==> config.mk <==
export PLATFORM = sky130hd
export DESIGN_NAME = date_day_number_converter_flat
export DESIGN_NICKNAME = d
export VERILOG_FILES = /design/src/design/ddnc_pkg.sv /design/src/design/ddnc_in_if.sv /design/src/design/ddnc_out_if.sv /design/src/design/ddnc_ctrl.sv /design/src/design/ddnc_to_number.sv /design/src/design/ddnc_to_date.sv /design/src/design/date_day_number_converter.sv /design/src/flat_wrapper.sv
export VERILOG_INCLUDE_DIRS = /design/src /design/src/design
export SDC_FILE = /design/constraint.sdc
export NUM_CORES = 2
export LEC_CHECK = 0
export BUFFER_PORTS_ARGS = -buffer_cell sky130_fd_sc_hd__buf_2
export CAP_MARGIN = 40
export CORE_MARGIN = 10
export CORE_UTILIZATION = 65
export CTS_BUF_LIST = sky130_fd_sc_hd__clkbuf_8 sky130_fd_sc_hd__clkbuf_16
export DETAILED_ROUTE_END_ITERATION = 10
export PLACE_DENSITY = 0.82
export SLEW_MARGIN = 25
export SYNTH_ARGS = -nofsm -noshare
export SYNTH_HDL_FRONTEND = slang
export SYNTH_SLANG_ARGS = --single-unit
==> constraint.sdc <==
create_clock -name clk -period 11.05 [get_ports clk]
set_input_delay 2.21 -clock clk [delete_from_list [all_inputs] [get_ports clk]]
set_output_delay 2.21 -clock clk [all_outputs]
set_load 0.02 [all_outputs]
==> src/design/date_day_number_converter_macros.svh <==
// assertion macros used by the converter control module
// expects clk and rst_n to be visible where the macros are used
`ifndef DATE_DAY_NUMBER_CONVERTER_MACROS_SVH
`define DATE_DAY_NUMBER_CONVERTER_MACROS_SVH

// same-cycle implication
`define DDNC_ASSERT_IMP(name, ante, cons) \
    name: assert property (@(posedge clk) disable iff (!rst_n) (ante) |-> (cons)) \
        else $error("%m: check failed");

// next-cycle implication
`define DDNC_ASSERT_NEXT(name, ante, cons) \
    name: assert property (@(posedge clk) disable iff (!rst_n) (ante) |=> (cons)) \
        else $error("%m: check failed");

`endif

==> src/design/ddnc_pkg.sv <==
// shared constants, tables and types for the date / day number converter
// no dependencies
package ddnc_pkg;

    localparam int NUM_STAGES = 6;

    // date to day number
    localparam logic [21:0] EPOCH_OFFSET = 22'd693961;
    localparam logic [21:0] EPOCH_LAST   = 22'd759496;
    localparam logic [12:0] RECIP_100    = 13'd5243;   // >> 19

    // day number to date
    localparam logic [19:0] MARCH_OFFSET = 20'd693901;
    localparam logic [19:0] ERA5_START   = 20'd730485;
    localparam logic [19:0] ERA4_START   = 20'd584388;
    localparam logic [15:0] RECIP_365    = 16'd45965;  // >> 24
    localparam logic [12:0] RECIP_153    = 13'd6854;   // >> 20
    localparam logic [17:0] CENTURY_1    = 18'd36524;
    localparam logic [17:0] CENTURY_2    = 18'd73048;
    localparam logic [17:0] CENTURY_3    = 18'd109572;
    localparam logic [17:0] DOE_LAST     = 18'd146096;
    localparam logic [11:0] ERA5_YEAR    = 12'd2000;
    localparam logic [11:0] ERA4_YEAR    = 12'd1600;

    typedef struct packed {
        logic [NUM_STAGES-1:0] load;
    } pipe_ctrl_t;

    // days before the first of the month, months 0 and 1 give zero
    function automatic logic [8:0] month_prefix(input logic [3:0] month);
        logic [8:0] days;
        case (month)
            4'd2:    days = 9'd31;
            4'd3:    days = 9'd59;
            4'd4:    days = 9'd90;
            4'd5:    days = 9'd120;
            4'd6:    days = 9'd151;
            4'd7:    days = 9'd181;
            4'd8:    days = 9'd212;
            4'd9:    days = 9'd243;
            4'd10:   days = 9'd273;
            4'd11:   days = 9'd304;
            4'd12:   days = 9'd334;
            4'd13:   days = 9'd365;
            4'd14:   days = 9'd365;
            4'd15:   days = 9'd365;
            default: days = 9'd0;
        endcase
        return days;
    endfunction

    // first day of each month counted from 1 march, index 0 is march
    function automatic logic [8:0] month_start(input logic [3:0] mp);
        logic [8:0] days;
        case (mp)
            4'd1:    days = 9'd31;
            4'd2:    days = 9'd61;
            4'd3:    days = 9'd92;
            4'd4:    days = 9'd122;
            4'd5:    days = 9'd153;
            4'd6:    days = 9'd184;
            4'd7:    days = 9'd214;
            4'd8:    days = 9'd245;
            4'd9:    days = 9'd275;
            4'd10:   days = 9'd306;
            4'd11:   days = 9'd337;
            default: days = 9'd0;
        endcase
        return days;
    endfunction

endpackage

==> src/design/ddnc_in_if.sv <==
// request channel of the converter: valid / ready with one conversion request
// no dependencies
interface ddnc_in_if;
    logic        valid;
    logic        ready;
    logic        op;
    logic [4:0]  in_day;
    logic [3:0]  in_month;
    logic [11:0] in_year;
    logic [15:0] in_day_number;

    modport source (
        output valid, op, in_day, in_month, in_year, in_day_number,
        input  ready
    );
    modport sink (
        input  valid, op, in_day, in_month, in_year, in_day_number,
        output ready
    );
endinterface

==> src/design/ddnc_out_if.sv <==
// result channel of the converter: valid / ready with one conversion result
// no dependencies
interface ddnc_out_if;
    logic        valid;
    logic        ready;
    logic [15:0] out_day_number;
    logic [4:0]  out_day;
    logic [3:0]  out_month;
    logic [11:0] out_year;
    logic        out_of_range;

    modport source (
        output valid, out_day_number, out_day, out_month, out_year, out_of_range,
        input  ready
    );
    modport sink (
        input  valid, out_day_number, out_day, out_month, out_year, out_of_range,
        output ready
    );
endinterface

==> src/design/ddnc_ctrl.sv <==
// pipeline control: per-stage valid bits, ready chain and the op tag
// depends on ddnc_pkg and date_day_number_converter_macros.svh
`include "date_day_number_converter_macros.svh"

module ddnc_ctrl
    import ddnc_pkg::*;
(
    input  logic       clk,
    input  logic       rst_n,
    input  logic       in_valid,
    input  logic       in_op,
    output logic       in_ready,
    output logic       out_valid,
    output logic       out_op,
    input  logic       out_ready,
    output pipe_ctrl_t ctrl
);

    logic [NUM_STAGES-1:0] valid_reg;
    logic [NUM_STAGES-1:0] valid_next;
    logic [NUM_STAGES-1:0] op_reg;
    logic [NUM_STAGES-1:0] rdy;
    logic                  acc_in;
    logic                  acc_out;

    // a stage can take data when empty or when its content moves on
    always_comb
    begin
        rdy[NUM_STAGES-1] = !valid_reg[NUM_STAGES-1] || out_ready;
        for (int k = NUM_STAGES - 2; k >= 0; k--)
        begin
            rdy[k] = !valid_reg[k] || rdy[k+1];
        end
        valid_next[0] = rdy[0] ? in_valid : valid_reg[0];
        for (int k = 1; k < NUM_STAGES; k++)
        begin
            valid_next[k] = rdy[k] ? valid_reg[k-1] : valid_reg[k];
        end
    end

    always_ff @(posedge clk or negedge rst_n)
    begin
        if (!rst_n)
        begin
            valid_reg <= '0;
        end
        else
        begin
            valid_reg <= valid_next;
        end
    end

    always_ff @(posedge clk)
    begin
        if (rdy[0])
        begin
            op_reg[0] <= in_op;
        end
        for (int k = 1; k < NUM_STAGES; k++)
        begin
            if (rdy[k])
            begin
                op_reg[k] <= op_reg[k-1];
            end
        end
    end

    assign ctrl.load = rdy;
    assign in_ready  = rdy[0];
    assign out_valid = valid_reg[NUM_STAGES-1];
    assign out_op    = op_reg[NUM_STAGES-1];
    assign acc_in    = in_valid && rdy[0];
    assign acc_out   = valid_reg[NUM_STAGES-1] && out_ready;

    // items in flight change only by transfers at the two ends
    `DDNC_ASSERT_NEXT(a_item_count, 1'b1, $countones(valid_reg) == $past($countones(valid_reg)) + $past(int'(acc_in)) - $past(int'(acc_out)))
    // an accepted request lands in the first stage
    `DDNC_ASSERT_NEXT(a_enter_first, acc_in, valid_reg[0])
    // back-pressure only when every stage holds an item
    `DDNC_ASSERT_IMP(a_full_when_blocked, !in_ready, &valid_reg)

endmodule

==> src/design/ddnc_to_number.sv <==
// date to day number datapath, six register stages
// depends on ddnc_pkg
module ddnc_to_number
    import ddnc_pkg::*;
(
    input  logic        clk,
    input  pipe_ctrl_t  ctrl,
    input  logic [4:0]  in_day,
    input  logic [3:0]  in_month,
    input  logic [11:0] in_year,
    output logic [15:0] day_number,
    output logic        in_range
);

    // stage 1
    logic [20:0] prod_reg, prod_next;
    logic [8:0]  part_reg, part_next;
    logic [11:0] ly_reg, ly_next;
    logic        lzero1_reg, lzero1_next;
    // stage 2
    logic [24:0] q100_prod;
    logic [5:0]  q100_reg, q100_next;
    logic [9:0]  q4_reg, q4_next;
    logic [21:0] base_reg, base_next;
    logic        lzero2_reg;
    // stage 3
    logic [9:0]  leap;
    logic [21:0] sum_reg, sum_next;
    // stage 4 to 6
    logic [21:0] diff;
    logic        rng4_reg, rng4_next;
    logic [15:0] dn4_reg, dn4_next;
    logic        rng5_reg;
    logic [15:0] dn5_reg;
    logic        rng6_reg;
    logic [15:0] dn6_reg;
    logic        early;

    always_comb
    begin
        early       = (in_month <= 4'd2);
        prod_next   = 21'(in_year) * 21'd365;
        part_next   = 9'(in_day) + month_prefix(in_month);
        lzero1_next = early && (in_year == 12'd0);
        ly_next     = early ? in_year - 12'd1 : in_year;

        q100_prod   = 25'(ly_reg) * 25'(RECIP_100);
        q100_next   = q100_prod[24:19];
        q4_next     = ly_reg[11:2];
        base_next   = 22'(prod_reg) + 22'(part_reg);

        // y/4 - y/100 + y/400, the last taken as (y/100)/4
        leap        = lzero2_reg ? 10'd0 : q4_reg - 10'(q100_reg) + 10'(q100_reg[5:2]);
        sum_next    = base_reg + 22'(leap);

        diff        = sum_reg - EPOCH_OFFSET;
        rng4_next   = (sum_reg >= EPOCH_OFFSET) && (sum_reg <= EPOCH_LAST);
        dn4_next    = rng4_next ? diff[15:0] : 16'd0;
    end

    always_ff @(posedge clk)
    begin
        if (ctrl.load[0])
        begin
            prod_reg   <= prod_next;
            part_reg   <= part_next;
            ly_reg     <= ly_next;
            lzero1_reg <= lzero1_next;
        end
        if (ctrl.load[1])
        begin
            q100_reg   <= q100_next;
            q4_reg     <= q4_next;
            base_reg   <= base_next;
            lzero2_reg <= lzero1_reg;
        end
        if (ctrl.load[2])
        begin
            sum_reg <= sum_next;
        end
        if (ctrl.load[3])
        begin
            rng4_reg <= rng4_next;
            dn4_reg  <= dn4_next;
        end
        if (ctrl.load[4])
        begin
            rng5_reg <= rng4_reg;
            dn5_reg  <= dn4_reg;
        end
        if (ctrl.load[5])
        begin
            rng6_reg <= rng5_reg;
            dn6_reg  <= dn5_reg;
        end
    end

    assign day_number = dn6_reg;
    assign in_range   = rng6_reg;

endmodule

==> src/design/ddnc_to_date.sv <==
// day number to date datapath (era / day-of-era), six register stages
// depends on ddnc_pkg
module ddnc_to_date
    import ddnc_pkg::*;
(
    input  logic        clk,
    input  pipe_ctrl_t  ctrl,
    input  logic [15:0] in_day_number,
    output logic [4:0]  day,
    output logic [3:0]  month,
    output logic [11:0] year
);

    logic [19:0] z;
    logic        hi_next;
    logic [17:0] doe_next;
    logic [17:0] doe1_reg, doe2_reg, doe3_reg;
    logic        hi1_reg, hi2_reg, hi3_reg, hi4_reg, hi5_reg;
    // stage 2
    logic [31:0] q1460_prod;
    logic [6:0]  q1460_reg, q1460_next;
    logic [2:0]  cent_reg, cent_next;
    logic        last_reg, last_next;
    // stage 3
    logic [17:0] t;
    logic [33:0] yoe_prod;
    logic [8:0]  yoe_next;
    logic [8:0]  yoe3_reg, yoe4_reg, yoe5_reg;
    // stage 4
    logic [1:0]  yq100;
    logic [17:0] ydays;
    logic [17:0] doy_wide;
    logic [8:0]  doy_next;
    logic [8:0]  doy4_reg, doy5_reg;
    // stage 5
    logic [10:0] mx;
    logic [23:0] mp_prod;
    logic [3:0]  mp_next, mp_reg;
    // stage 6
    logic [8:0]  d_wide;
    logic [3:0]  m_next;
    logic [11:0] y_next;
    logic [4:0]  day_reg;
    logic [3:0]  month_reg;
    logic [11:0] year_reg;

    always_comb
    begin
        z        = 20'(in_day_number) + MARCH_OFFSET;
        hi_next  = (z >= ERA5_START);
        doe_next = hi_next ? 18'(z - ERA5_START) : 18'(z - ERA4_START);

        q1460_prod = 32'(doe1_reg[17:2]) * 32'(RECIP_365);
        q1460_next = q1460_prod[30:24];
        if (doe1_reg == DOE_LAST)
            cent_next = 3'd4;
        else if (doe1_reg >= CENTURY_3)
            cent_next = 3'd3;
        else if (doe1_reg >= CENTURY_2)
            cent_next = 3'd2;
        else if (doe1_reg >= CENTURY_1)
            cent_next = 3'd1;
        else
            cent_next = 3'd0;
        last_next = (doe1_reg == DOE_LAST);

        t        = doe2_reg - 18'(q1460_reg) + 18'(cent_reg) - 18'(last_reg);
        yoe_prod = 34'(t) * 34'(RECIP_365);
        yoe_next = yoe_prod[32:24];

        // yoe stays below 400, so yoe/100 is a short compare chain
        if (yoe3_reg >= 9'd300)
            yq100 = 2'd3;
        else if (yoe3_reg >= 9'd200)
            yq100 = 2'd2;
        else if (yoe3_reg >= 9'd100)
            yq100 = 2'd1;
        else
            yq100 = 2'd0;
        ydays    = 18'(yoe3_reg) * 18'd365 + 18'(yoe3_reg[8:2]) - 18'(yq100);
        doy_wide = doe3_reg - ydays;
        doy_next = doy_wide[8:0];

        mx      = 11'(doy4_reg) * 11'd5 + 11'd2;
        mp_prod = 24'(mx) * 24'(RECIP_153);
        mp_next = mp_prod[23:20];

        d_wide = doy5_reg - month_start(mp_reg) + 9'd1;
        m_next = (mp_reg < 4'd10) ? mp_reg + 4'd3 : mp_reg - 4'd9;
        y_next = 12'(yoe5_reg) + (hi5_reg ? ERA5_YEAR : ERA4_YEAR)
                 + 12'(m_next <= 4'd2);
    end

    always_ff @(posedge clk)
    begin
        if (ctrl.load[0])
        begin
            doe1_reg <= doe_next;
            hi1_reg  <= hi_next;
        end
        if (ctrl.load[1])
        begin
            doe2_reg  <= doe1_reg;
            hi2_reg   <= hi1_reg;
            q1460_reg <= q1460_next;
            cent_reg  <= cent_next;
            last_reg  <= last_next;
        end
        if (ctrl.load[2])
        begin
            doe3_reg <= doe2_reg;
            hi3_reg  <= hi2_reg;
            yoe3_reg <= yoe_next;
        end
        if (ctrl.load[3])
        begin
            doy4_reg <= doy_next;
            yoe4_reg <= yoe3_reg;
            hi4_reg  <= hi3_reg;
        end
        if (ctrl.load[4])
        begin
            mp_reg   <= mp_next;
            doy5_reg <= doy4_reg;
            yoe5_reg <= yoe4_reg;
            hi5_reg  <= hi4_reg;
        end
        if (ctrl.load[5])
        begin
            day_reg   <= d_wide[4:0];
            month_reg <= m_next;
            year_reg  <= y_next;
        end
    end

    assign day   = day_reg;
    assign month = month_reg;
    assign year  = year_reg;

endmodule

==> src/design/date_day_number_converter.sv <==
// top level of the two-way calendar converter (epoch 1 january 1900)
// depends on ddnc_pkg, ddnc_in_if, ddnc_out_if, ddnc_ctrl, ddnc_to_number, ddnc_to_date
//
//   channel  role    carries
//   din      sink    op, in_day, in_month, in_year, in_day_number
//   dout     source  out_day_number, out_day, out_month, out_year, out_of_range
//
// one transfer in per cycle while din is ready; both directions are
// computed side by side in a six-stage pipeline and op picks the fields.
// reset clears only the stage valid bits.
// a stall on dout fills empty stages first; din drops ready only when all six
// stages hold an item.
module date_day_number_converter
    import ddnc_pkg::*;
(
    input logic         clk,
    input logic         rst_n,
    ddnc_in_if.sink     din,
    ddnc_out_if.source  dout
);

    pipe_ctrl_t  ctrl;
    logic        out_op;
    logic [15:0] dn;
    logic        in_range;
    logic [4:0]  day;
    logic [3:0]  month;
    logic [11:0] year;

    ddnc_ctrl u_ctrl (
        .clk       (clk),
        .rst_n     (rst_n),
        .in_valid  (din.valid),
        .in_op     (din.op),
        .in_ready  (din.ready),
        .out_valid (dout.valid),
        .out_op    (out_op),
        .out_ready (dout.ready),
        .ctrl      (ctrl)
    );

    ddnc_to_number u_to_number (
        .clk        (clk),
        .ctrl       (ctrl),
        .in_day     (din.in_day),
        .in_month   (din.in_month),
        .in_year    (din.in_year),
        .day_number (dn),
        .in_range   (in_range)
    );

    ddnc_to_date u_to_date (
        .clk           (clk),
        .ctrl          (ctrl),
        .in_day_number (din.in_day_number),
        .day           (day),
        .month         (month),
        .year          (year)
    );

    // fields of the other direction read as zero
    assign dout.out_day_number = out_op ? 16'd0 : dn;
    assign dout.out_of_range   = !out_op && !in_range;
    assign dout.out_day        = out_op ? day : 5'd0;
    assign dout.out_month      = out_op ? month : 4'd0;
    assign dout.out_year       = out_op ? year : 12'd0;

endmodule
==> src/flat_wrapper.sv <==
// flat-port wrapper written by rule: the top's interface ports become plain ports
module date_day_number_converter_flat import ddnc_pkg::*;
  (clk, rst_n, din_valid, din_op, din_in_day, din_in_month, din_in_year, din_in_day_number, din_ready, dout_valid, dout_out_day_number, dout_out_day, dout_out_month, dout_out_year, dout_out_of_range, dout_ready);
  ddnc_in_if din_i ();
  ddnc_out_if dout_i ();
  input logic clk;
  input logic rst_n;
  input wire logic [$bits(din_i.valid)-1:0] din_valid;
  input wire logic [$bits(din_i.op)-1:0] din_op;
  input wire logic [$bits(din_i.in_day)-1:0] din_in_day;
  input wire logic [$bits(din_i.in_month)-1:0] din_in_month;
  input wire logic [$bits(din_i.in_year)-1:0] din_in_year;
  input wire logic [$bits(din_i.in_day_number)-1:0] din_in_day_number;
  output wire logic [$bits(din_i.ready)-1:0] din_ready;
  output wire logic [$bits(dout_i.valid)-1:0] dout_valid;
  output wire logic [$bits(dout_i.out_day_number)-1:0] dout_out_day_number;
  output wire logic [$bits(dout_i.out_day)-1:0] dout_out_day;
  output wire logic [$bits(dout_i.out_month)-1:0] dout_out_month;
  output wire logic [$bits(dout_i.out_year)-1:0] dout_out_year;
  output wire logic [$bits(dout_i.out_of_range)-1:0] dout_out_of_range;
  input wire logic [$bits(dout_i.ready)-1:0] dout_ready;
  assign din_i.valid = din_valid;
  assign din_i.op = din_op;
  assign din_i.in_day = din_in_day;
  assign din_i.in_month = din_in_month;
  assign din_i.in_year = din_in_year;
  assign din_i.in_day_number = din_in_day_number;
  assign din_ready = din_i.ready;
  assign dout_valid = dout_i.valid;
  assign dout_out_day_number = dout_i.out_day_number;
  assign dout_out_day = dout_i.out_day;
  assign dout_out_month = dout_i.out_month;
  assign dout_out_year = dout_i.out_year;
  assign dout_out_of_range = dout_i.out_of_range;
  assign dout_i.ready = dout_ready;
  date_day_number_converter u_core (.clk(clk), .rst_n(rst_n), .din(din_i), .dout(dout_i));
endmodule
== Word-level counts from Yosys, hierarchy flattened ==
Memory sizes are Yosys's and may differ from the RTL's. A register that Yosys moved wholly into a read port is not among the register bits.
Cells that the tools add are included.
Widths: inputs -> output; s select.
Storage, ports and cells
  register bits: 294
  memory bits (read-only): 288
  output and inout port bits: 40
  memories kept: 2
Memories
  (name not given): depth 16, width 9, rd ports 1, clocked after memory_dff 1, write ports 0, line ddnc_pkg.sv:55  | case (mp)
  (name not given): depth 16, width 9, rd ports 1, clocked after memory_dff 0, write ports 0, line ddnc_pkg.sv:32  | case (month)
Cells by class
  add/subtract/negate cells: 23
  multiply operators: 7
  $lt $le $gt $ge: 12
  eq/ne operators: 1
  mux-type cells: 16
  reductions and logical operators: 18
Operators with widths (count)
  $ge 18x17->1 const B: 2
  $mul 18x16->33 const B: 1
  $mul 16x16->31 const B: 1
  $mul 12x13->25 const B: 1
  $mux 12: 2
  $mul 11x12->23 const B: 1
  $add 21x9->22: 1
  $add 22x10->22: 1
  $ge 22x20->1 const B: 1
  $le 22x20->1 const B: 1
  $mul 12x9->21 const B: 1
  $add 16x20->20 const B: 1
  $ge 20x20->1 const B: 1
  $add 18x3->18: 1
  $eq 18x18->1 const B: 1
  $ge 18x16->1 const B: 1
  $mux 18: 1
  $sub 18x1->18: 1
  $sub 18x16->18 const B: 1
  $sub 18x18->18 const B: 1
  $sub 18x7->18: 1
  $mux 16: 1
  $sub 16x16->16 const B: 1
  $add 12x1->12: 1
  other kinds (30): 51

== Logic depth before layout (Yosys ltp) ==
  word-level depth: 7
  gate-level depth with buffers: 36

== By module ==
A second synthesis with hierarchy kept.
Second synthesis, totals
  cell total of the unflattened synthesis: 3101
  area, all modules: 33623.5 µm²
By module, submodules not included
  ddnc_to_date: times used 1, cells an instance 1936, area an instance 20583.5 µm², seq. area each 3913.8 µm²
  ddnc_to_number: times used 1, cells an instance 1095, area an instance 12328.1 µm², seq. area each 4654.5 µm²
  ddnc_ctrl: times used 1, cells an instance 28, area an instance 436.7 µm², seq. area each 330.3 µm²
  date_day_number_converter: times used 1, cells an instance 42, area an instance 275.3 µm², seq. area each 0.0 µm²

== Worst setup path after synthesis ==
Ideal clock, no wire load.
  kind: in2out
  start: in dout_ready
  end: out din_ready
  data arrival time: 7397 ps
  required time: 8840 ps
  slack: 1443 ps
  stages: 5
  cells stage by stage: nand2b_1 nor2_1 nand4_1 inv_1 nand2_1
RTL lines
  start, declared: line flat_wrapper.sv:21  | input wire logic [$bits(dout_i.ready)-1:0] dout_ready;
  end, declared: line flat_wrapper.sv:14  | output wire logic [$bits(din_i.ready)-1:0] din_ready;

== Worst setup path after layout ==
  start: reg u_core.u_to_date.doe2_reg[0]
  end: reg u_core.u_to_date.yoe3_reg[8] (data pin)
On the way
  cells in the longest elaborated chain, start to end: 4
RTL lines
  start, declared: line ddnc_to_date.sv:17  | logic [17:0] doe1_reg, doe2_reg, doe3_reg;
  start signal, assigned: line ddnc_to_date.sv:103  | doe2_reg <= doe1_reg;
  $sub 18x7->18: line ddnc_to_date.sv:67  | t = doe2_reg - 18'(q1460_reg) + 18'(cent_reg) - 18'(last_reg);
  $add 18x3->18: line ddnc_to_date.sv:67
  $sub 18x1->18: line ddnc_to_date.sv:67
  $mul 18x16->33: line ddnc_to_date.sv:68  | yoe_prod = 34'(t) * 34'(RECIP_365);
  net u_core.u_to_date.yoe_prod[32]: line ddnc_to_date.sv:26  | logic [33:0] yoe_prod;
  end signal, assigned: line ddnc_to_date.sv:113  | yoe3_reg <= yoe_next;
  end, declared: line ddnc_to_date.sv:28  | logic [8:0] yoe3_reg, yoe4_reg, yoe5_reg;
The timed path passes the listed nets, and every way through them passes these cells.
A chain may end at the register's enable or synchronous reset.

==> metrics.md <==
| Metric | Value |
|---|---|
| Final std cells w/o fill | `~3900` |
| Setup crit end kind | `flop` |
| PortBufs | `81` |
| Synth cell count leaders | `673 x inv_1, 660 x ha_1, 342 x fa_1` |
| Final worst-path cycle share | `about 85%` |
| Die height | `246 um` |
| HPWL Detailed | `around 55000 um` |
| Clock buffer depth | `3` |
| Antenna Nets Post-Route | `0` |
| CORE AREA | `50500 um2` |
| Post-CTS Resized | `0` |
| Final antenna diode count | `0` |
| Mapped Area | `~33000 um2` |
| Gr ovfl total | `0` |
| Clock-pin transition on the worst setup and hold timing paths | `around 0.07 ns` |
| Top cells by area, synth | `edfxtp_1 26%, ha_1 25%, fa_1 21%` |
| Slowest cell on crit path | `fa_1` |
| Clock skew | `roughly 0.014 ns` |
| Max Clk Rate | `about 110 MHz` |
| Vias post-DR | `21497` |
| Initial antenna violation count | `0` |
| #FFs+latches synth | `about 300` |
| CTS tree | `done` |
| Avg Cell Area, Syn | `~11 um2` |
| FFs w/ async S/R, synth | `2.01%` |
| Post-Synthesis Cells | `a little over 3000` |
| Most frequently used flop master after synthesis | `edfxtp_1` |
| Critical Path Max Stage Delay | `around 0.56 ns` |
| Register area | `between 8000 and 9000 um2` |
| Initial Util | `between 60 and 70%` |
| Die Footprint | `60800 um2` |
| Multi-input gate area | `approximately 22000 um2` |
| Arrival @ worst endpoint | `approximately 10 ns` |
| First-pass GRT wire length | `roughly 110000 um` |
| Iteration-0 DRC Markers | `1115` |
| Clock latency on the worst-skew pair | `between 0.5 and 0.6 ns` |
| H-tree depth | `1` |
| Cts hold-fix bufs | `0` |
| Critical Path RT | `around 11 ns` |
| Post-Syn Nets | `between 4000 and 5000` |
| Min-delay worst type | `flop to flop` |
| Vias in the first global route | `approximately 23000` |
| Remaining DRCs | `0` |
| Placement Rows | `a little over 80` |
| Hold Fails Final Rpt | `0` |
| TritonCTS Sinks | `approximately 300` |
| Pin count of the biggest net entering global routing | `73` |
| Count leader, synth | `inv_1` |
| Num CTS Buffers | `30` |
| Max-cap violations | `0` |
| Setup-failing EPs final | `0` |
| Worst Max-Slew Pin Slew | `0.853 ns` |
| GRT Overall Usage | `22.7%` |
| Nets | `4198` |
| Status | `completed` |
| Synth area leader | `edfxtp_1` |
| Syn-to-layout area delta | `7.54%` |
| Post-synth top area share | `25.9%` |
| Top fanout value on the critical path | `7` |
| Startpoint Class | `flop` |
| Critical path class | `flop to flop` |
| Fill cell count | `3482` |
| Rel. slew slack | `43.1%` |
| Placed Cells | `between 3000 and 4000` |
| Syn. warnings | `0` |
| Vias per Instance | `between 5 and 6` |
| Final Core Density | `between 70% and 80%` |
| Layout cells sized above 1 | `6.58%` |
| DR WL/cell | `17.5 um` |
| Slew Limit Fails | `0` |
| Drt first pass iters | `5` |
| # Post-CTS Setup Buffers | `0` |
| Die width | `246 um` |
| Root Buffer | `clkbuf_16` |
| Total Neg Setup Slack | `0 ns` |
| RSZ-0062 raised after global routing | `false` |
| Distinct cells, synth | `90` |
| Seq/Total Area, Yosys | `roughly a quarter` |
| Routability cong. | `roughly 0.94` |
| CP most frequent cell | `fa_1` |
| Minimum period implied by the final worst setup slack | `between 9 and 10 ns` |
| Drt total wl | `67500 um` |
| Post-synth EDFFs | `roughly 290` |
| Ports | `~80` |
[final cells by class]
| type | count | area share [%] |
|---|---|---|
| Clock buffer | 30 | 2.09 |
| Clock inverter | 26 | 0.844 |
| Inverter | 675 | 7.07 |
| Multi-Input combinational cell | 2039 | 60.9 |
| Sequential cell | 299 | 24.8 |
| Tap cell | 672 | 2.35 |
| Timing Repair Buffer | 109 | 1.94 |
[final timing paths]
kind / startpoint / endpoint / cells after the start / slack (ns)
max in group asynchronous: rst_n / u_core.u_ctrl.valid_reg[4] / 1 / 9.41
hold reg to reg: u_core.u_to_number.dn5_reg[15] / u_core.u_to_number.day_number[15] / 0 / 0.42
min in group asynchronous: rst_n / u_core.u_ctrl.valid_reg[5] / 1 / 1.47
hold / removal: u_core.u_to_number.dn5_reg[15] / u_core.u_to_number.day_number[15] / 0 / 0.42
setup / recovery: u_core.u_to_date.doe2_reg[0] / u_core.u_to_date.yoe3_reg[8] / 35 / 1.60
setup reg to reg: u_core.u_to_date.doe2_reg[0] / u_core.u_to_date.yoe3_reg[8] / 35 / 1.60
[metal layers]
layer,vias to the layer above,share of wire [%],wire length [um],GRT usage (%)
li1,10315,-,-,-
met1,10564,42,28400,28.6
met2,501,51,34600,41.0
met3,117,4.4,2970,2.51
met4,0,2.2,1510,5.48
met5,-,0,0,0
[kinds of logic after synthesis]
group | share of synthesized area (%)
AO/OA/AOI/OAI | 7.75
XOR/XNOR | 5.14
adder cells (fa/ha/maj) | 45.3
buffers and inverters | 7.91
flip-flops | 26.7
multiplexers | 0.308
AND/OR/NAND/NOR | 6.89
[worst max-delay path, delay by kind of cell, from the launching register on]
family,cells,cell delay [ns]
adder cells (fa/ha/maj),11,4.80
AO/OA/AOI/OAI,7,1.55
AND/OR/NAND/NOR,7,1.38
buffers and inverters,8,0.75
flip-flops,1,0.42
XOR/XNOR,2,0.28
[stage by stage]
stage	worst slack [ns]	area (um2)	hold WS (ns)
6_report	1.60	35900	0.416
5_1_grt	1.11	35900	0.427
4_1_cts	1.64	35700	0.417
2_1_floorplan	1.44	33300	0.400
3_3_place_gp	1.84	34600	0.401
3_5_place_dp	1.62	34700	0.405
[cells in the final DEF, fill, tap and decap left out, types with 6 or more instances in the layout]
cell type,n
and2_1,34
nand4_1,13
o21a_1,15
a31oi_1,19
or2_2,11
o211ai_1,17
xor2_1,48
a21boi_0,14
o2111ai_1,8
a21o_1,30
buf_2,82
inv_1,676
or3_1,8
nor4_1,7
nand2b_1,21
edfxtp_1,288
and3_1,23
buf_4,20
nand2_1,91
a211oi_1,14
nor2_1,125
a21oi_1,101
ha_1,660
clkbuf_16,30
nor3_1,28
o21bai_1,12
o31ai_1,6
nor2b_1,39
dfrtp_1,6
xnor2_1,143
nand3_1,28
fa_1,342
mux2i_1,8
o21ai_0,68
Power is left out: the tool's default activity adds up to more than one toggle a clock period on the data nets, which glitch-free logic cannot reach.
